$ cat src/rtl/core/i2cram_pkg.sv
`default_nettype none

package i2cram_pkg;

  localparam int unsigned DevAddrWidth = 7;
  localparam int unsigned ByteWidth    = 8;
  localparam logic [DevAddrWidth-1:0] DevAddrReset = 7'd45;

  typedef enum logic [1:0] {
    ACT_NONE  = 2'd0,
    ACT_WRITE = 2'd1,
    ACT_READ  = 2'd2,
    ACT_RSVD  = 2'd3
  } action_t;

  typedef enum logic [3:0] {
    PH_IDLE    = 4'd0,
    PH_START   = 4'd1,
    PH_WDEV    = 4'd2,
    PH_ACK_A   = 4'd3,
    PH_WREG    = 4'd4,
    PH_ACK_B   = 4'd5,
    PH_WDATA   = 4'd6,
    PH_ACK_C   = 4'd7,
    PH_STOP    = 4'd8,
    PH_RESTART = 4'd9,
    PH_WDEVR   = 4'd10,
    PH_ACK_D   = 4'd11,
    PH_RBYTE   = 4'd12,
    PH_ACK_E   = 4'd13
  } phase_t;

  typedef struct packed {
    logic [1:0]           action;
    logic [ByteWidth-1:0] reg_address;
    logic [ByteWidth-1:0] write_data;
    logic                 sda_in;
  } item_t;

  typedef struct packed {
    logic                 scl;
    logic                 sda_out;
    logic                 sda_drive;
    logic                 busy_res;
    logic                 done_res;
    logic [ByteWidth-1:0] read_data;
  } result_t;

endpackage

`default_nettype wire

$ cat src/rtl/core/i2cram_in_if.sv
`default_nettype none

interface i2cram_in_if;
  logic       valid;
  logic       ready;
  logic [1:0] action;
  logic [7:0] reg_address;
  logic [7:0] write_data;
  logic       sda_in;

  modport source (output valid, action, reg_address, write_data, sda_in, input ready);
  modport sink   (input valid, action, reg_address, write_data, sda_in, output ready);
endinterface

`default_nettype wire

$ cat src/rtl/core/i2cram_out_if.sv
`default_nettype none

interface i2cram_out_if;
  logic       valid;
  logic       ready;
  logic       scl;
  logic       sda_out;
  logic       sda_drive;
  logic       busy_res;
  logic       done_res;
  logic [7:0] read_data;

  modport source (output valid, scl, sda_out, sda_drive, busy_res, done_res, read_data,
                  input ready);
  modport sink   (input valid, scl, sda_out, sda_drive, busy_res, done_res, read_data,
                  output ready);
endinterface

`default_nettype wire

$ cat src/rtl/core/i2cram_engine.sv
`default_nettype none

// Bus sequencer: holds the transaction state and works out one tick of the
// waveform for the item in the input register.
module i2cram_engine
  import i2cram_pkg::*;
(
  input  wire logic                    clk,
  input  wire logic                    rst,
  input  wire logic                    adv,
  input  wire item_t                   item,
  input  wire logic                    cfg_wr_en,
  input  wire logic [DevAddrWidth-1:0] cfg_wr_data,
  output result_t                      result
);

  logic [DevAddrWidth-1:0] device_address;
  phase_t                  phase, phase_next;
  logic [1:0]              tick_count, tick_count_next;
  logic [3:0]              bit_count, bit_count_next;
  logic [ByteWidth-1:0]    shift_byte, shift_byte_next;
  logic                    is_read, is_read_next;
  logic [ByteWidth-1:0]    held_reg_address, held_reg_address_next;
  logic [ByteWidth-1:0]    held_write_data, held_write_data_next;
  logic [ByteWidth-1:0]    last_read, last_read_next;
  logic                    sda_level, sda_level_next;

  logic       scl, sda, drv, busy, done, by_bits;
  logic [3:0] pos, len;
  logic [2:0] bit_idx;
  phase_t     nxt;

  always_ff @(posedge clk) begin
    if (rst) begin
      device_address <= DevAddrReset;
    end else if (cfg_wr_en) begin
      device_address <= cfg_wr_data;
    end
  end

  always_ff @(posedge clk) begin
    if (rst) begin
      phase            <= PH_IDLE;
      tick_count       <= '0;
      bit_count        <= '0;
      shift_byte       <= '0;
      is_read          <= 1'b0;
      held_reg_address <= '0;
      held_write_data  <= '0;
      last_read        <= '0;
      sda_level        <= 1'b1;
    end else if (adv) begin
      phase            <= phase_next;
      tick_count       <= tick_count_next;
      bit_count        <= bit_count_next;
      shift_byte       <= shift_byte_next;
      is_read          <= is_read_next;
      held_reg_address <= held_reg_address_next;
      held_write_data  <= held_write_data_next;
      last_read        <= last_read_next;
      sda_level        <= sda_level_next;
    end
  end

  always_comb begin
    phase_next            = phase;
    tick_count_next       = tick_count;
    bit_count_next        = bit_count;
    shift_byte_next       = shift_byte;
    is_read_next          = is_read;
    held_reg_address_next = held_reg_address;
    held_write_data_next  = held_write_data;
    last_read_next        = last_read;
    sda_level_next        = sda_level;
    scl     = 1'b1;
    sda     = 1'b1;
    drv     = 1'b1;
    busy    = 1'b1;
    done    = 1'b0;
    len     = 4'd2;
    nxt     = PH_IDLE;
    by_bits = 1'b0;

    // Idle, or an unknown code: a request starts the START condition at once.
    if (phase == PH_IDLE || phase > PH_ACK_E) begin
      phase_next = PH_IDLE;
      if (item.action == ACT_WRITE || item.action == ACT_READ) begin
        is_read_next          = (item.action == ACT_READ);
        held_reg_address_next = item.reg_address;
        held_write_data_next  = item.write_data;
        phase_next            = PH_START;
        tick_count_next       = '0;
        bit_count_next        = '0;
      end
    end

    pos     = {2'b00, tick_count_next};
    bit_idx = 3'(4'd8 - bit_count_next);

    unique case (phase_next)
      PH_START: begin
        by_bits = 1'b1;
        pos     = bit_count_next;
        len     = 4'd6;
        nxt     = PH_WDEV;
        sda     = (pos < 4'd2) ? sda_level : (pos < 4'd4);
        sda_level_next = sda;
      end
      PH_WDEV, PH_WREG, PH_WDATA, PH_WDEVR: begin
        by_bits = 1'b1;
        pos     = bit_count_next;
        len     = 4'd10;
        if (phase_next == PH_WDEV) begin
          nxt = PH_ACK_A;
        end else if (phase_next == PH_WREG) begin
          nxt = is_read_next ? PH_RESTART : PH_ACK_B;
        end else if (phase_next == PH_WDATA) begin
          nxt = PH_ACK_C;
        end else begin
          nxt = PH_ACK_D;
        end
        if (pos == 4'd0 || pos >= 4'd9) begin
          scl = 1'b0;
          sda = sda_level;
        end else begin
          sda = shift_byte_next[bit_idx];
          sda_level_next = sda;
        end
      end
      PH_ACK_A, PH_ACK_B, PH_ACK_C, PH_ACK_D, PH_ACK_E: begin
        drv = 1'b0;
        sda = 1'b0;
        if (phase_next == PH_ACK_A) begin
          nxt = PH_WREG;
        end else if (phase_next == PH_ACK_B) begin
          nxt = PH_WDATA;
        end else if (phase_next == PH_ACK_D) begin
          nxt = PH_RBYTE;
        end else begin
          nxt = PH_STOP;
        end
      end
      PH_RESTART: begin
        len = 4'd4;
        nxt = PH_WDEVR;
        scl = (pos == 4'd0 || pos == 4'd3);
        sda = (pos < 4'd2) ? sda_level : 1'b1;
        sda_level_next = (pos == 4'd3) ? 1'b0 : sda;
      end
      PH_RBYTE: begin
        by_bits = 1'b1;
        pos     = bit_count_next;
        len     = 4'd9;
        nxt     = PH_ACK_E;
        drv     = 1'b0;
        sda     = 1'b0;
        scl     = (pos != 4'd0);
        if (pos < 4'd8) begin
          shift_byte_next = {shift_byte_next[ByteWidth-2:0], item.sda_in};
        end
      end
      PH_STOP: begin
        sda = 1'b0;
        sda_level_next = 1'b0;
        scl = pos[0];
        if (pos >= 4'd1) begin
          done = 1'b1;
          if (is_read_next) begin
            last_read_next = shift_byte_next;
          end
          sda_level_next = 1'b1;
        end
      end
      default: begin
        busy = 1'b0;
      end
    endcase

    if (busy) begin
      if (({1'b0, pos} + 5'd1) >= {1'b0, len}) begin
        phase_next      = nxt;
        tick_count_next = '0;
        bit_count_next  = '0;
        case (nxt)
          PH_WDEV:  shift_byte_next = {device_address, 1'b0};
          PH_WREG:  shift_byte_next = held_reg_address_next;
          PH_WDATA: shift_byte_next = held_write_data_next;
          PH_WDEVR: shift_byte_next = {device_address, 1'b1};
          PH_RBYTE: shift_byte_next = '0;
          default: ;
        endcase
      end else if (by_bits) begin
        bit_count_next = bit_count_next + 4'd1;
      end else begin
        tick_count_next = tick_count_next + 2'd1;
      end
    end

    result.scl       = scl;
    result.sda_out   = sda;
    result.sda_drive = drv;
    result.busy_res  = busy;
    result.done_res  = done;
    result.read_data = last_read_next;
  end

endmodule

`default_nettype wire

$ cat src/rtl/core/i2c_register_access_master.sv
`default_nettype none

// Register-access I2C master driven by a tick stream. Every beat on req is one
// bus time tick (the 1 us delay unit of the original firmware) and produces
// exactly one beat on rsp that carries the SCL level, the SDA level and its
// drive enable for that tick, plus busy, done and the last byte read. A write
// or read request is taken from a beat only while the master is idle; the beat
// that takes it is already the first tick of START. The block takes one beat
// per clock cycle while rsp is not stalled. The input register holds a beat,
// the one-tick sequencer step is computed from it, and the result register takes
// its result for rsp; a stall on rsp keeps the beat in the input register.
// The result register lets a new beat enter while an earlier result
// still waits on rsp. The user must write the device address (reset value 45)
// through cfg_wr_en/cfg_wr_data only while the master is idle; the block does
// not enforce this. Acknowledge bits are clocked but not checked.
module i2c_register_access_master
  import i2cram_pkg::*;
(
  input  wire logic                    clk,
  input  wire logic                    rst,
  input  wire logic                    cfg_wr_en,
  input  wire logic [DevAddrWidth-1:0] cfg_wr_data,
  i2cram_in_if.sink                    req,
  i2cram_out_if.source                 rsp
);

  // Input register stage.
  logic    in_valid;
  item_t   in_item;
  // Result register stage.
  logic    out_valid;
  result_t out_data;
  result_t step_result;
  logic    adv;

  // The held beat moves on whenever the result register is free or drains.
  assign adv       = in_valid && (!out_valid || rsp.ready);
  assign req.ready = !in_valid || adv;

  always_ff @(posedge clk) begin
    if (rst) begin
      in_valid <= 1'b0;
    end else if (req.ready) begin
      in_valid <= req.valid;
    end
  end

  always_ff @(posedge clk) begin
    if (req.valid && req.ready) begin
      in_item.action      <= req.action;
      in_item.reg_address <= req.reg_address;
      in_item.write_data  <= req.write_data;
      in_item.sda_in      <= req.sda_in;
    end
  end

  i2cram_engine u_engine (
    .clk         (clk),
    .rst         (rst),
    .adv         (adv),
    .item        (in_item),
    .cfg_wr_en   (cfg_wr_en),
    .cfg_wr_data (cfg_wr_data),
    .result      (step_result)
  );

  always_ff @(posedge clk) begin
    if (rst) begin
      out_valid <= 1'b0;
    end else if (adv) begin
      out_valid <= 1'b1;
    end else if (rsp.ready) begin
      out_valid <= 1'b0;
    end
  end

  always_ff @(posedge clk) begin
    if (adv) begin
      out_data <= step_result;
    end
  end

  assign rsp.valid     = out_valid;
  assign rsp.scl       = out_data.scl;
  assign rsp.sda_out   = out_data.sda_out;
  assign rsp.sda_drive = out_data.sda_drive;
  assign rsp.busy_res  = out_data.busy_res;
  assign rsp.done_res  = out_data.done_res;
  assign rsp.read_data = out_data.read_data;

endmodule

`default_nettype wire

$ cat src/flat_wrapper.sv
// flat-port wrapper written by rule: the top's interface ports become plain ports
module i2c_register_access_master_flat import i2cram_pkg::*;
  (clk, rst, cfg_wr_en, cfg_wr_data, req_valid, req_action, req_reg_address, req_write_data, req_sda_in, req_ready, rsp_valid, rsp_scl, rsp_sda_out, rsp_sda_drive, rsp_busy_res, rsp_done_res, rsp_read_data, rsp_ready);
  i2cram_in_if req_i ();
  i2cram_out_if rsp_i ();
  input  wire logic clk;
  input  wire logic rst;
  input  wire logic cfg_wr_en;
  input  wire logic [DevAddrWidth-1:0] cfg_wr_data;
  input wire logic [$bits(req_i.valid)-1:0] req_valid;
  input wire logic [$bits(req_i.action)-1:0] req_action;
  input wire logic [$bits(req_i.reg_address)-1:0] req_reg_address;
  input wire logic [$bits(req_i.write_data)-1:0] req_write_data;
  input wire logic [$bits(req_i.sda_in)-1:0] req_sda_in;
  output wire logic [$bits(req_i.ready)-1:0] req_ready;
  output wire logic [$bits(rsp_i.valid)-1:0] rsp_valid;
  output wire logic [$bits(rsp_i.scl)-1:0] rsp_scl;
  output wire logic [$bits(rsp_i.sda_out)-1:0] rsp_sda_out;
  output wire logic [$bits(rsp_i.sda_drive)-1:0] rsp_sda_drive;
  output wire logic [$bits(rsp_i.busy_res)-1:0] rsp_busy_res;
  output wire logic [$bits(rsp_i.done_res)-1:0] rsp_done_res;
  output wire logic [$bits(rsp_i.read_data)-1:0] rsp_read_data;
  input wire logic [$bits(rsp_i.ready)-1:0] rsp_ready;
  assign req_i.valid = req_valid;
  assign req_i.action = req_action;
  assign req_i.reg_address = req_reg_address;
  assign req_i.write_data = req_write_data;
  assign req_i.sda_in = req_sda_in;
  assign req_ready = req_i.ready;
  assign rsp_valid = rsp_i.valid;
  assign rsp_scl = rsp_i.scl;
  assign rsp_sda_out = rsp_i.sda_out;
  assign rsp_sda_drive = rsp_i.sda_drive;
  assign rsp_busy_res = rsp_i.busy_res;
  assign rsp_done_res = rsp_i.done_res;
  assign rsp_read_data = rsp_i.read_data;
  assign rsp_i.ready = rsp_ready;
  i2c_register_access_master u_core (.clk(clk), .rst(rst), .cfg_wr_en(cfg_wr_en), .cfg_wr_data(cfg_wr_data), .req(req_i), .rsp(rsp_i));
endmodule
$ cat config.mk
export PLATFORM = sky130hd
export DESIGN_NAME = i2c_register_access_master_flat
export DESIGN_NICKNAME = d
export VERILOG_FILES = /design/src/rtl/core/i2cram_pkg.sv /design/src/rtl/core/i2cram_in_if.sv /design/src/rtl/core/i2cram_out_if.sv /design/src/rtl/core/i2cram_engine.sv /design/src/rtl/core/i2c_register_access_master.sv /design/src/flat_wrapper.sv
export SDC_FILE = /design/constraint.sdc
export NUM_CORES = 1
export LEC_CHECK = 0
export BUFFER_PORTS_ARGS = -buffer_cell sky130_fd_sc_hd__clkbuf_2
export CELL_PAD_IN_SITES_DETAIL_PLACEMENT = 0
export CELL_PAD_IN_SITES_GLOBAL_PLACEMENT = 1
export CORE_ASPECT_RATIO = 0.75
export CORE_UTILIZATION = 49
export CTS_CLUSTER_SIZE = 40
export DETAILED_ROUTE_END_ITERATION = 7
export PLACE_DENSITY_LB_ADDON = 0.1
export SYNTH_ARGS = -nofsm -noshare
export SYNTH_HDL_FRONTEND = slang
export SYNTH_SLANG_ARGS = --single-unit
$ cat constraint.sdc
create_clock -name clk -period 10.65 [get_ports clk]
set_clock_uncertainty 0.05 [all_clocks]
set_input_delay 2.6625 -clock clk [delete_from_list [all_inputs] [get_ports clk]]
set_output_delay 2.6625 -clock clk [all_outputs]
set_load 0.005 [all_outputs]
# Word level (Yosys, flattened, before mapping)
# Cells that the tools add are included.
[classes] order_cmp=9 n_shift=0 mul=0 div=0 add_sub_neg=4 n_eq_ne=21 n_mux=54 n_bitwise=0 reduce_logical=23
[op_table] op="two-way mux 8 bit" n=11
[op_table] op="two-way mux 4 bit" n=15
[op_table] op="case mux 8 bit (5 select lines)" n=1
[op_table] op="== test 4 bit, second input constant" n=8
[op_table] op="== test 4 x 3 -> 1 bit, second input constant" n=6
[op_table] op="case mux 4 bit (5 select lines)" n=1
[op_table] op="case mux 4 bit (4 select lines)" n=1
[op_table] op="two-way mux 1 bit" n=15
[op_table] op="OR reduction 13 bit" n=1
[op_table] op="== test 4 x 2 -> 1 bit, second input constant" n=3
[op_table] op="case mux 1 bit (4 select lines)" n=3
[op_table] op="OR reduction 6 bit" n=2
[op_table] op="two-way mux 2 bit" n=5
[op_table] op="logical NOT 4 bit" n=2
[op_table] op="nonzero test 4 bit" n=2
[op_table] op="OR reduction 7 bit" n=1
[op_table] op="logical OR 1 bit" n=6
[op_table] op="adder 4 x 1 -> 5 bit, second input constant" n=1
[op_table] op="greater-or-equal comparator 5 x 4 -> 1 bit" n=1
[op_table] op="OR reduction 5 bit" n=1
[op_table] op="adder 4 x 1 -> 4 bit, second input constant" n=1
[op_table] op="== test 2 bit, second input constant" n=2
[op_table] op="== test 4 x 1 -> 1 bit, second input constant" n=1
[op_table] op="greater-or-equal comparator 4 bit, second input constant" n=1
[op_table] op="other kinds (18)" n=20
[word_totals] mem_bits_ro=0 memories=0 in_bits=31 register_bits=85 ram_bits=0 latchBits=0 elab_cells=133

# Longest topological paths before layout
# Gate-level depths: netlist (run 1).
[logic_depth] depth_word=13 mapped_depth=17 ltp_nobuf=16

# By module
# From an unflattened synthesis (run 1), not the netlist that was laid out.
[unflattened] cells_unflattened=463 hier_area_um2=4538.1
[by_module_without_submodules] module="i2cram_engine" area_per_inst_um2=3473.3 seq_area_each_um2=1021.0 n_inst=1 cells_per_inst=421
[by_module_without_submodules] module="i2c_register_access_master" area_per_inst_um2=1064.8 seq_area_each_um2=1001.0 n_inst=1 cells_per_inst=42

# Worst setup path before layout (run 1)
# Ideal clock, no wire load.
[synth_timing] path_kind="input port to output port" startpoint="input port rsp_ready" endpoint="output port req_ready" required_time_ps=7938 t_arrival_ps=2929 path_slack_ps=5009 cell_stages=2 path_buffers=0 path_cell_list="nor2b_1 nand2_1"
[synth_via] elab_chain_len=3
[synth_lines] element="from (decl)" line="flat_wrapper.sv:23" rtl="input wire logic [$bits(rsp_i.ready)-1:0] rsp_ready;"
[synth_lines] element="logical OR 1 bit" line="i2c_register_access_master.sv:37" rtl="assign adv = in_valid && (!out_valid || rsp.ready);"
[synth_lines] element="logical AND 1 bit" line="i2c_register_access_master.sv:37"
[synth_lines] element="logical OR 1 bit" line="i2c_register_access_master.sv:38" rtl="assign req.ready = !in_valid || adv;"
[synth_lines] element="to (decl)" line="flat_wrapper.sv:15" rtl="output wire logic [$bits(req_i.ready)-1:0] req_ready;"
# Every way passes these cells.

# Worst setup path in the final report (run 1)
# Ends and elaborated chain as after synthesis.

==> results.env, run 1 <==
STATUS='finished, final reports clean'
NUMBER_OF_SINKS_ON_THE_CLOCK_NET=85
CRIT_FAMILY='simple AND/OR/NAND/NOR gates'
CTS_ROOT_BUFFER='sky130_fd_sc_hd__clkbuf_16'
GR-TOTAL-OVERFLOW=0
HOLD_VIOLATIONS=0
CLK_PIN_SLEW_WORST_PATHS_PS=60
YOSYS_WARNINGS=0
ANTENNA_VIOLATING_NETS_POST_ROUTE=0
PIN_COUNT_OF_THE_BIGGEST_NET_ENTERING_GLOBAL_ROUTING=43
GRT.TOTAL_USAGE_PCT=23.9
CTS_BUFFERS=9
WORSTSETUPPATHDEPTH=4
LAYOUT-DRIVE-GT1-SHARE_PCT=17.2
N_ANTENNA_CELL=0
COMBINATIONAL_FAMILY_WITH_THE_MOST_AREA_AFTER_SYNTHESIS='simple AND/OR/NAND/NOR gates'
WORSTREG2REGEND='u_core.u_engine.shift_byte[4]'
AREA_OF_ALL_SEQUENTIAL_STANDARD_CELLS_UM2=2020
DIE_WIDTH_UM=109
AVGSYNTHCELLAREA_UM2=9.66
POST_CTS_GATE_RESIZE_COUNT=0
SYNTH-ASYNC-RESET-RATIO_PCT=0
POWER_DENSITY_nW_PER_UM2=152
HTREE_LEVELS=3
YS_FF_LATCH=85
SEQ_AREA_FRAC_SYNTH_PCT=48.3
PATH_MAX_FANOUT=4
FINAL_MIN_PERIOD_OVER_CLOCK_PERIOD_PCT=55.0
CRIT_PATH_MAX_CELL_DELAY_PS=190
ENDPOINT_KIND='output pin'
CTS_HOLD_BUF=0
CRITICAL_PATH.REG2REG.STARTPOINT='u_core.u_engine.phase[1]'
POST_SYNTH_XOR_AREA_FRACTION_PCT=1.47
DIE_H_UM=82.0
SYNTH.AREA.MUX_SHARE_PCT=7.54
DOMINANTREGCELLSYNTH='sky130_fd_sc_hd__dfxtp_1'
NUM_ROWS=28
PORT_BUFFERS=45
CRITPATHSLOWESTCELL='sky130_fd_sc_hd__nor2b_1'
TIMING.REG2REG.SETUP_SLACK_PS=6100
WORST-SETUP-PATH-TYPE='in -> out'
FINISH.NET_COUNT=507
CRIT_REQUIRED_PS=7940
WORST_SLEW_PIN_SLEW_PS=1110
CRITICAL-PATH-TOP-CELL-BY-COUNT='sky130_fd_sc_hd__clkbuf_2'
GLOBALPLACE.CONGESTION=0.884
HPWLAFTERDP_UM=7050
CTS_TREE='yes'
SYNTH_CELLS=433
ROUTED_WIRE_LENGTH_PER_INSTANCE_UM=17.3
SYNTH_TOP_CELL_AREA_SHARE_PCT=25.4
MAX_FREQ_GHz=0.171
SETUP_VIOL_COUNT_FINAL=0
LAYOUT.CELLS.MOST_COMMON_LIST='sky130_fd_sc_hd__nand2_1, sky130_fd_sc_hd__dfxtp_1, sky130_fd_sc_hd__clkbuf_2'
COREAREA_UM2=8090
DRT_PRE_ANTENNA_ITERS=5
WL_UM=9940
FINALCOREUTILIZATION_PCT=58.3
CRITICAL_PATH_BUF_INV_COUNT=2
MOSTFREQUENTLAYOUTCELL='sky130_fd_sc_hd__nand2_1'
DRC_ERRORS=0
WORSTSETUPSTARTPOINT='rsp_ready'
CRIT_CHAIN='clkbuf_2 -> nor2b_1 -> nand2_1 -> clkbuf_2'
NETLIST_AREA_UM2=4180
SYNTH-COMPOUND-AREA-SHARE_PCT=17.7
TIMING.MAX_SLEW.REL_SLACK_PCT=25.5
AREA_DELTA_SYNTH_FINAL_PCT=12.9
SYNTH_FA_HA_AREA_SHARE_PCT=2.99
TOP_AREA_CELLS_IN_THE_SYNTHESIZED_NETLIST='sky130_fd_sc_hd__dfxtp_1, sky130_fd_sc_hd__edfxtp_1, sky130_fd_sc_hd__nand2_1, sky130_fd_sc_hd__mux2i_1, sky130_fd_sc_hd__a21oi_1'
SYNTH-EDFF-COUNT=32
STARTING_DENSITY_OF_THE_CORE_PCT=51.7
POST-ROUTE-MIN-PERIOD_PS=5850
WORSTREGTOREGCELLS=12
SYNTH.DISTINCT_CELLS=58
SETUP_TNS_PS=0
WORST_HOLD_PATH_CELL_COUNT=2
NUMBER_OF_NETS_IN_THE_SYNTHESIZED_NETLIST=474
GRT_PASS1_VIAS=3013
TIMING.CRITICAL_PATH.ARRIVAL_PS=3140
FLOORPLAN.DIE_AREA_UM2=8910
ROUTED_VIA_DENSITY=5.83
RSZ0062_AT_GRT='no'
SIMPLE_GATE_AREA_SHARE_OF_THE_YOSYS_NETLIST_PCT=18.5
NFILLCELLS=734
TIMING.CRITICAL_PATH.TO='req_ready'
MAX_CAP_VIOL_COUNT=0
CRITICAL_PATH.STARTPOINT_TYPE='input pin'
FINALMAXSLEWVIOLATIONS=0
CTS_MAX_PATH_BUFFERS=2
WORST_SKEW_PAIR.LATE_LATENCY_PS=340
MULTIINPUTGATEAREA_UM2=2010
POWER.STATIC_LEAKAGE_nW=1.79
DRT-INITIAL-DRC-COUNT=222
GLOBAL_ROUTE_WIRE_LENGTH_BEFORE_REPAIR_UM=15800
POSTCTSSETUPBUFFERS=0
GRT_ANTENNA_BEFORE_REPAIR=0
TOTAL_VIA_COUNT_AFTER_DETAILED_ROUTING=3356
HIGHEST_IR_DROP_SEEN_ON_VDD_mV=0.104
WORSTHOLDPATHTYPE='reg -> reg'
YOSYSTOPAREACELL='sky130_fd_sc_hd__dfxtp_1'
BOUNDARYPINS=46
-- area by class of cell --
type                       count  area share (%)
clock buffer                  10            4.85
inverter                      10           0.795
timing repair buffer          47            5.09
sequential                    85            42.8
multi-input combinational    313            42.7
tap                          105            2.78
clock inverter                 6           0.981
-- cells in the mapped netlist, types with 9 or more instances --
| cell | instances |
|---|---|
| sky130_fd_sc_hd__ha_1 | 10 |
| sky130_fd_sc_hd__nand2b_1 | 12 |
| sky130_fd_sc_hd__inv_1 | 10 |
| sky130_fd_sc_hd__nand2_1 | 67 |
| sky130_fd_sc_hd__nor2_1 | 42 |
| sky130_fd_sc_hd__mux2i_1 | 18 |
| sky130_fd_sc_hd__a21oi_1 | 35 |
| sky130_fd_sc_hd__o21ai_0 | 17 |
| sky130_fd_sc_hd__edfxtp_1 | 32 |
| sky130_fd_sc_hd__dfxtp_1 | 53 |
| sky130_fd_sc_hd__clkbuf_1 | 17 |
| sky130_fd_sc_hd__a221o_1 | 9 |
-- report_power, final --
group          internal, mW  switching [mW]  leakage [nW]
Clock                 0.161           0.130         0.137
Combinational        0.0276          0.0428         0.923
Sequential            0.350         0.00885         0.735
-- worst register-to-register path: stages, from the launching register on --
cell and delay (ps):
sky130_fd_sc_hd__dfxtp_1 960, sky130_fd_sc_hd__nand4b_1 510, sky130_fd_sc_hd__o211ai_1 390, sky130_fd_sc_hd__inv_1 210
sky130_fd_sc_hd__nand2_1 90, sky130_fd_sc_hd__o21ai_0 130, sky130_fd_sc_hd__ha_1 310, sky130_fd_sc_hd__ha_1 290
sky130_fd_sc_hd__a2111oi_0 380, sky130_fd_sc_hd__a21oi_1 200, sky130_fd_sc_hd__or2_4 350, sky130_fd_sc_hd__a221oi_4 410
sky130_fd_sc_hd__a221o_1 220
-- state kept, by name (all words and copies together), names as in the netlist, 2 cells and up --
name,flops
u_core.u_engine.held_write_data,8
u_core.u_engine.tick_count,2
u_core.u_engine.last_read,8
u_core.u_engine.held_reg_address,8
u_core.in_item,19
u_core.rsp.read_data,8
u_core.u_engine.device_address,7
u_core.u_engine.shift_byte,8
u_core.u_engine.phase,4
u_core.u_engine.bit_count,4
-- cells by family (layout without fill, tap and decap cells) --
| logic type | Yosys count | after routing |
|---|---|---|
| mux | 28 | 28 |
| fa+ha+maj | 10 | 10 |
| simple gates | 163 | 163 |
| xor+xnor | 7 | 7 |
| compound gates | 105 | 105 |
| flops | 85 | 85 |
| buf+inv | 35 | 73 |
-- metal layers --
layer,up-vias,share of wire [%],track usage [%]
li1,1643,-,-
met1,1600,51,34.9
met2,103,43,35.4
met3,10,5.3,4.84
met4,0,0.86,7.16
met5,-,0,0
-- how the worst min path moves through the flow --
stage,startpoint,end
global placement,u_core.u_engine.held_write_data[2],u_core.u_engine.held_write_data[2]
global route,u_core.u_engine.held_reg_address[1],u_core.u_engine.held_reg_address[1]
CTS,u_core.u_engine.held_write_data[4],u_core.u_engine.held_write_data[4]
detailed placement,u_core.u_engine.held_write_data[4],u_core.u_engine.held_write_data[4]
finish,u_core.u_engine.held_write_data[2],u_core.u_engine.held_write_data[2]
floorplan,u_core.u_engine.is_read,u_core.u_engine.is_read
-- stage by stage --
step / setup slack (ps) / hold WS [ps] / instances / power [mW] / instance area, um^2
finish: 4800 / 408 / 576 / 0.720 / 4720
global route: 4690 / 430 / 576 / 0.749 / 4720
CTS: 4790 / 406 / 576 / 0.726 / 4720
detailed placement: 4790 / 398 / 560 / 0.435 / 4450
global placement: 4810 / 393 / 560 / 0.434 / 4450
floorplan: 5010 / 386 / 433 / 0.412 / 4180
(Power assumes the default switching activity.)
==> run 2, diff against run 1 <==
CORE_UTILIZATION = 41   (was 49)
clock period = 5.3 ns   (was 10.65 ns; I/O delays follow)
==> run 2 against run 1 <==
Net effect: non-clock buffer count grew 4; worst setup slack lost 3800 ps; worst hold slack improved by 2.6 ps; routed wire length rose by 3.8%; die area is 19% higher; final area increased by 1.4%; count of clock-buffer cells in the layout is the same; combinational power grew 110%; sequential power increased by 100%; global-route usage decreased by 3.3 points; flip-flop and latch count unchanged; clock power is 100% higher; largest power group unchanged.
==> results.env, run 2 (synthesis results as in run 1) <==
STATUS='finished, final reports clean'
DRC_ERRORS=0  # unchanged
CRIT_PATH_MAX_CELL_DELAY_PS=650  # +460 ps
WORSTREGTOREGCELLS=14  # +2
DIE_H_UM=89.5  # +9.1%
POST_CTS_GATE_RESIZE_COUNT=0  # unchanged
WORST_HOLD_PATH_CELL_COUNT=2  # unchanged
LARGEST_REGISTER_FFS=19  # unchanged
CTS_TREE='yes'
FLOORPLAN.DIE_AREA_UM2=10600  # +19%
MAX_FREQ_GHz=0.233
N_ANTENNA_CELL=0  # unchanged
TOTAL_VIA_COUNT_AFTER_DETAILED_ROUTING=3337  # -0.57%
DRT_PRE_ANTENNA_ITERS=4  # -1
MOSTFREQUENTLAYOUTCELL='sky130_fd_sc_hd__nand2_1'
ANTENNA_VIOLATING_NETS_POST_ROUTE=0  # unchanged
MULTIINPUTGATEAREA_UM2=2010  # unchanged
FINAL_MIN_PERIOD_OVER_CLOCK_PERIOD_PCT=80.8
WORSTHOLDPATHTYPE='reg -> reg'
PATH_MAX_FANOUT=21  # +17
STARTING_DENSITY_OF_THE_CORE_PCT=42.8  # -8.9 points
TIMING.MAX_SLEW.REL_SLACK_PCT=27.2  # +1.7 points
TIMING.REG2REG.SETUP_SLACK_PS=1020  # -5080 ps
CLK_PIN_SLEW_WORST_PATHS_PS=60  # about the same
CRIT_REQUIRED_PS=5530  # -2410 ps
POSTCTSSETUPBUFFERS=0  # unchanged
WORST_SKEW_PAIR.LATE_LATENCY_PS=340  # about the same
SETUP_VIOL_COUNT_FINAL=0  # unchanged
RSZ0062_AT_GRT='no'
AREA_DELTA_SYNTH_FINAL_PCT=14.4
HPWLAFTERDP_UM=7490  # +6.2%
PIN_COUNT_OF_THE_BIGGEST_NET_ENTERING_GLOBAL_ROUTING=42  # -2.3%
WORSTSETUPSTARTPOINT='u_core.u_engine.phase[1]'
GLOBAL_ROUTE_WIRE_LENGTH_BEFORE_REPAIR_UM=16400  # +4.3%
ROUTED_WIRE_LENGTH_PER_INSTANCE_UM=17.0  # -1.5%
CTS_HOLD_BUF=0  # unchanged
WORSTREG2REGEND='u_core.u_engine.shift_byte[5]'
TIMING.HOLD.WORST.START='u_core.u_engine.is_read'
WORST-SETUP-PATH-TYPE='reg -> reg'
MAX_CAP_VIOL_COUNT=0  # unchanged
AREA_OF_ALL_SEQUENTIAL_STANDARD_CELLS_UM2=2020  # unchanged
WORST_HOLD_PATH.ENDPOINT='u_core.u_engine.is_read'
LAYOUT.CELLS.MOST_COMMON_LIST='sky130_fd_sc_hd__nand2_1, sky130_fd_sc_hd__dfxtp_1, sky130_fd_sc_hd__clkbuf_2'
DIE_WIDTH_UM=119  # +9.2%
LAYOUT-DRIVE-GT1-SHARE_PCT=18.1  # +0.91 points
CRITICAL_PATH.STARTPOINT_TYPE='flip-flop'
CTS_BUFFERS=9  # unchanged
WORST_SLEW_PIN_SLEW_PS=1090  # -25.2 ps
HIGHEST_IR_DROP_SEEN_ON_VDD_mV=0.187  # +80%
PORT_BUFFERS=45  # unchanged
NFILLCELLS=982  # +34%
FINALMAXSLEWVIOLATIONS=0  # unchanged
CRITPATHSLOWESTCELL='sky130_fd_sc_hd__or4_4'
POWER_mW=1.45  # +100%
POWER_DENSITY_nW_PER_UM2=302  # +98%
CRIT_CHAIN='or4_4 -> nand2_1 -> nand2_1 -> nand2_1 -> inv_1 -> nand2_1 -> o21ai_0 -> ha_1 -> ha_1 -> a2111oi_0 -> a21oi_1 -> or2_4 -> a221oi_4 -> a221o_1'
CRITICAL-PATH-TOP-CELL-BY-COUNT='sky130_fd_sc_hd__nand2_1'
NUMBER_OF_SINKS_ON_THE_CLOCK_NET=85  # unchanged
REGISTERS.TOP_BY_FF_COUNT='u_core.in_item'
BOUNDARYPINS=46  # unchanged
CRITICAL_PATH.REG2REG.STARTPOINT='u_core.u_engine.phase[1]'
HOLD_VIOLATIONS=0  # unchanged
GRT.TOTAL_USAGE_PCT=20.6  # -3.3 points
GRT_ANTENNA_BEFORE_REPAIR=0  # unchanged
COREAREA_UM2=9770  # +21%
DRT-INITIAL-DRC-COUNT=318  # +43%
ENDPOINT_KIND='flip-flop'
GLOBALPLACE.CONGESTION=0.880  # -0.45%
POST-ROUTE-MIN-PERIOD_PS=4280
HTREE_LEVELS=3  # unchanged
FINISH.NET_COUNT=511  # +0.79%
TIMING.CRITICAL_PATH.ARRIVAL_PS=4510  # +1370 ps
FINALCOREUTILIZATION_PCT=49.0  # -9.4 points
ROUTED_VIA_DENSITY=5.50  # -5.6%
SETUP_TNS_PS=0  # unchanged
POWER.STATIC_LEAKAGE_nW=1.81  # +0.73%
NUM_ROWS=31  # +11%
GRT_PASS1_VIAS=2909  # -3.5%
WL_UM=10300  # +3.8%
CTS_MAX_PATH_BUFFERS=2  # unchanged
GR-TOTAL-OVERFLOW=0  # unchanged
CTS_ROOT_BUFFER='sky130_fd_sc_hd__clkbuf_16'
[run 2: metal layers]
metal  part of all wire (%)  track usage (%)
met4                   0.70             5.18
met1                     54             32.0
met5                      0                0
met2                     41             28.0
met3                    4.6             4.85
[run 2: stage by stage]
step	setup WS [ps]	std cells	area, um^2	hold slack (ps)
floorplan	1370	433	4180	386
global placement	1010	591	4510	394
detailed placement	1080	591	4510	403
CTS	1050	607	4780	412
global route	658	607	4780	431
finish	1020	607	4780	410
[run 2: report_power, final]
| part | internal, mW | switching [mW] | total (mW) | leakage [nW] |
|---|---|---|---|---|
| Sequential | 0.703 | 0.0167 | 0.720 | 0.735 |
| Clock | 0.321 | 0.261 | 0.582 | 0.129 |
| Combinational | 0.0569 | 0.0892 | 0.146 | 0.943 |
| Total | 1.08 | 0.367 | 1.45 | 1.81 |
[run 2: critical path: cells and delay by family (launching register included)]
kind	cells	cell delay [ps]
AO/OA/AOI/OAI	5	1280
adder cells (fa/ha/maj)	2	610
buffers and inverters	1	130
flip-flops	1	520
AND/OR/NAND/NOR	6	1620
[run 2: worst max-delay path by stage]
stage / to
4_1_cts: u_core.u_engine.shift_byte[7]
5_1_grt: u_core.u_engine.shift_byte[2]
3_3_place_gp: u_core.u_engine.shift_byte[5]
3_5_place_dp: u_core.u_engine.shift_byte[7]
2_1_floorplan: u_core.u_engine.tick_count[0]
6_report: u_core.u_engine.shift_byte[5]
[run 2: layout make-up]
| type | count | area share (%) |
|---|---|---|
| inverter | 10 | 0.785 |
| clock inverter | 6 | 0.968 |
| sequential | 85 | 42.3 |
| multi-input combinational | 313 | 42.1 |
| clock buffer | 10 | 4.79 |
| timing repair buffer | 51 | 5.65 |
| tap | 132 | 3.45 |
==> run 3, diff against run 2 <==
CORE_UTILIZATION = 45   (was 41)
clock period = 4.05 ns   (was 5.3 ns; I/O delays follow)
==> run 3 against run 2 <==
Net effect: count of clock-buffer cells in the layout increased by 3; maximum frequency increased by 13%; sequential share of layout area decreased by 0.98 points; final area increased by 2.4%; clock power increased by 31%; global-route usage increased by 1.8 points; worst hold slack got worse by 7.8 ps; first-iteration DRC count decreased by 23%; routed wire length increased by 0.30%; sequential power increased by 31%; register-to-register slack got worse by 770 ps; core utilization increased by 5.2 points; critical path type unchanged; highest routed layer unchanged.
==> results.env, run 3 (synthesis results as in run 1) <==
PORT_BUFFERS=45  # unchanged
TIMING.REG2REG.SETUP_SLACK_PS=250  # -770 ps
CRITICAL_PATH.STARTPOINT_TYPE='flip-flop'
CTS_BUFFERS=9  # unchanged
FINAL_AREA_UM2=4900  # +2.4%
CRIT_PATH_MAX_CELL_DELAY_PS=560  # -90 ps
AREA_DELTA_SYNTH_FINAL_PCT=17.1
SETUP_TNS_PS=0  # unchanged
DIE_H_UM=85.5  # -4.4%
PIN_COUNT_OF_THE_BIGGEST_NET_ENTERING_GLOBAL_ROUTING=30  # -29%
POWER.STATIC_LEAKAGE_nW=1.89  # +4.3%
TIMING.HOLD.WORST.START='u_core.u_engine.is_read'
HOLD_VIOLATIONS=0  # unchanged
LAYOUT-DRIVE-GT1-SHARE_PCT=20.2  # +2.1 points
COREAREA_UM2=9050  # -7.4%
MOSTFREQUENTLAYOUTCELL='sky130_fd_sc_hd__nand2_1'
WL_UM=10300  # +0.30%
FINALMAXSLEWVIOLATIONS=0  # unchanged
FINALCOREUTILIZATION_PCT=54.1  # +5.2 points
STATUS='finished, final reports clean'
BOUNDARYPINS=46  # unchanged
TOTAL_VIA_COUNT_AFTER_DETAILED_ROUTING=3398  # +1.8%
NUM_ROWS=30  # -3.2%
LAYOUT.CELLS.MOST_COMMON_LIST='sky130_fd_sc_hd__nand2_1, sky130_fd_sc_hd__dfxtp_1, sky130_fd_sc_hd__clkbuf_2'
MAX_CAP_VIOL_COUNT=0  # unchanged
GR-TOTAL-OVERFLOW=0  # unchanged
TIMING.MAX_SLEW.REL_SLACK_PCT=40.2  # +13 points
WORST-SETUP-PATH-TYPE='reg -> reg'
PLACEDINSTANCEAREA_UM2=4610  # +2.3%
DIE_WIDTH_UM=113  # -4.5%
WORST_HOLD_PATH.ENDPOINT='u_core.u_engine.is_read'
HIGHEST_IR_DROP_SEEN_ON_VDD_mV=0.309  # +65%
CLK_PIN_SLEW_WORST_PATHS_PS=60  # about the same
TIMING.CRITICAL_PATH.ARRIVAL_PS=4020  # -490 ps
SETUP_VIOL_COUNT_FINAL=0  # unchanged
CTS_MAX_PATH_BUFFERS=2  # unchanged
WORSTHOLDPATHTYPE='reg -> reg'
CTS_TREE='yes'
FLOORPLAN.DIE_AREA_UM2=9690  # -8.7%
WORSTSETUPSTARTPOINT='u_core.u_engine.phase[1]'
POWER_DENSITY_nW_PER_UM2=390  # +29%
GRT_ANTENNA_BEFORE_REPAIR=0  # unchanged
CTS_HOLD_BUF=0  # unchanged
ENDPOINT_KIND='flip-flop'
WORST_SLEW_PIN_SLEW_PS=890  # -198 ps
WORST_SKEW_PAIR.LATE_LATENCY_PS=340  # about the same
PATH_MAX_FANOUT=6  # -71%
LARGEST_REGISTER_FFS=19  # unchanged
MAX_FREQ_GHz=0.263  # +13%
GRT.TOTAL_USAGE_PCT=22.4  # +1.8 points
DRT_PRE_ANTENNA_ITERS=5  # +1
REGISTERS.TOP_BY_FF_COUNT='u_core.in_item'
HTREE_LEVELS=3  # unchanged
GLOBALPLACE.CONGESTION=0.863  # -1.9%
CRIT_FAMILY='simple AND/OR/NAND/NOR gates'
ROUTED_WIRE_LENGTH_PER_INSTANCE_UM=16.8  # -1.3%
CRIT_CHAIN='or4_4 -> nand2_1 -> nand2_1 -> nand2_1 -> inv_1 -> nand2_1 -> o21ai_0 -> ha_1 -> ha_1 -> a2111oi_0 -> a21oi_1 -> or2_4 -> or4_1 -> a21oi_1'
GRT_PASS1_VIAS=3082  # +5.9%
N_ANTENNA_CELL=0  # unchanged
FINAL_MIN_PERIOD_OVER_CLOCK_PERIOD_PCT=93.9  # +13 points
ANTENNA_VIOLATING_NETS_POST_ROUTE=0  # unchanged
RSZ0062_AT_GRT='no'
STARTING_DENSITY_OF_THE_CORE_PCT=46.2  # +3.4 points
POSTCTSSETUPBUFFERS=0  # unchanged
FINISH.NET_COUNT=525  # +2.7%
CRITICAL-PATH-TOP-CELL-BY-COUNT='sky130_fd_sc_hd__nand2_1'
ROUTED_VIA_DENSITY=5.51  # +0.18%
HPWLAFTERDP_UM=7630  # +1.9%
WORSTREGTOREGCELLS=14  # unchanged
CRITICAL_PATH_BUF_INV_COUNT=1  # unchanged
WORST_HOLD_PATH_CELL_COUNT=2  # unchanged
POST_CTS_GATE_RESIZE_COUNT=0  # unchanged
DRC_ERRORS=0  # unchanged
NUMBER_OF_SINKS_ON_THE_CLOCK_NET=85  # unchanged
CTS_ROOT_BUFFER='sky130_fd_sc_hd__clkbuf_16'
WORSTREG2REGEND='u_core.u_engine.tick_count[0]'
DRT-INITIAL-DRC-COUNT=246  # -23%
GLOBAL_ROUTE_WIRE_LENGTH_BEFORE_REPAIR_UM=16400  # about the same
CRITPATHSLOWESTCELL='sky130_fd_sc_hd__or4_4'
POST-ROUTE-MIN-PERIOD_PS=3800  # -481 ps
CRITICAL_PATH.REG2REG.STARTPOINT='u_core.u_engine.phase[1]'
CRIT_REQUIRED_PS=4270  # -1260 ps
run 3: worst register-to-register path, delay by kind of cell (launching register included):
| kind | cells | cell delay [ps] |
|---|---|---|
| adder cells (fa/ha/maj) | 2 | 600 |
| flip-flops | 1 | 340 |
| AND/OR/NAND/NOR | 7 | 1920 |
| buffers and inverters | 1 | 100 |
| AO/OA/AOI/OAI | 4 | 730 |
run 3: final cells by class:
type,count,area [um^2]
Sequential cell,85,2020
Fill cell,877,4150
Inverter,10,37.5
Clock buffer,13,254
Multi-Input combinational cell,313,2010
Clock inverter,3,22.5
Timing Repair Buffer,65,388
Tap cell,128,160
run 3: power by group:
part | internal, mW | switching (mW) | total, mW
combinational | 0.0852 | 0.122 | 0.207
sequential | 0.920 | 0.0198 | 0.940
clock | 0.440 | 0.323 | 0.764
run 3: layer usage:
metal  up-vias  track usage [%]  wire, um  share of wire, %
met4         0             6.46        75              0.73
met3         7             5.51       617               6.0
met1      1601             34.3      5480                53
met5         -                0         0                 0
li1       1682                -         -                 -
met2       108             31.1      4170                40
run 3: worst max-delay path by stage:
stage,cells past startpoint,slack (ps),to
global route,14,1,u_core.u_engine.tick_count[0]
CTS,14,280,u_core.u_engine.shift_byte[4]
floorplan,13,120,u_core.u_engine.tick_count[0]
detailed placement,14,340,u_core.u_engine.shift_byte[4]
finish,14,250,u_core.u_engine.tick_count[0]
global placement,14,380,u_core.u_engine.tick_count[0]
run 3: through the flow:
stage	cells	power [mW]	setup WS (ps)	hold slack (ps)
floorplan	433	1.08	120	386
global placement	600	1.16	377	392
detailed placement	600	1.16	340	398
CTS	616	1.93	276	406
global route	617	1.98	1.10	429
finish	617	1.91	247	403
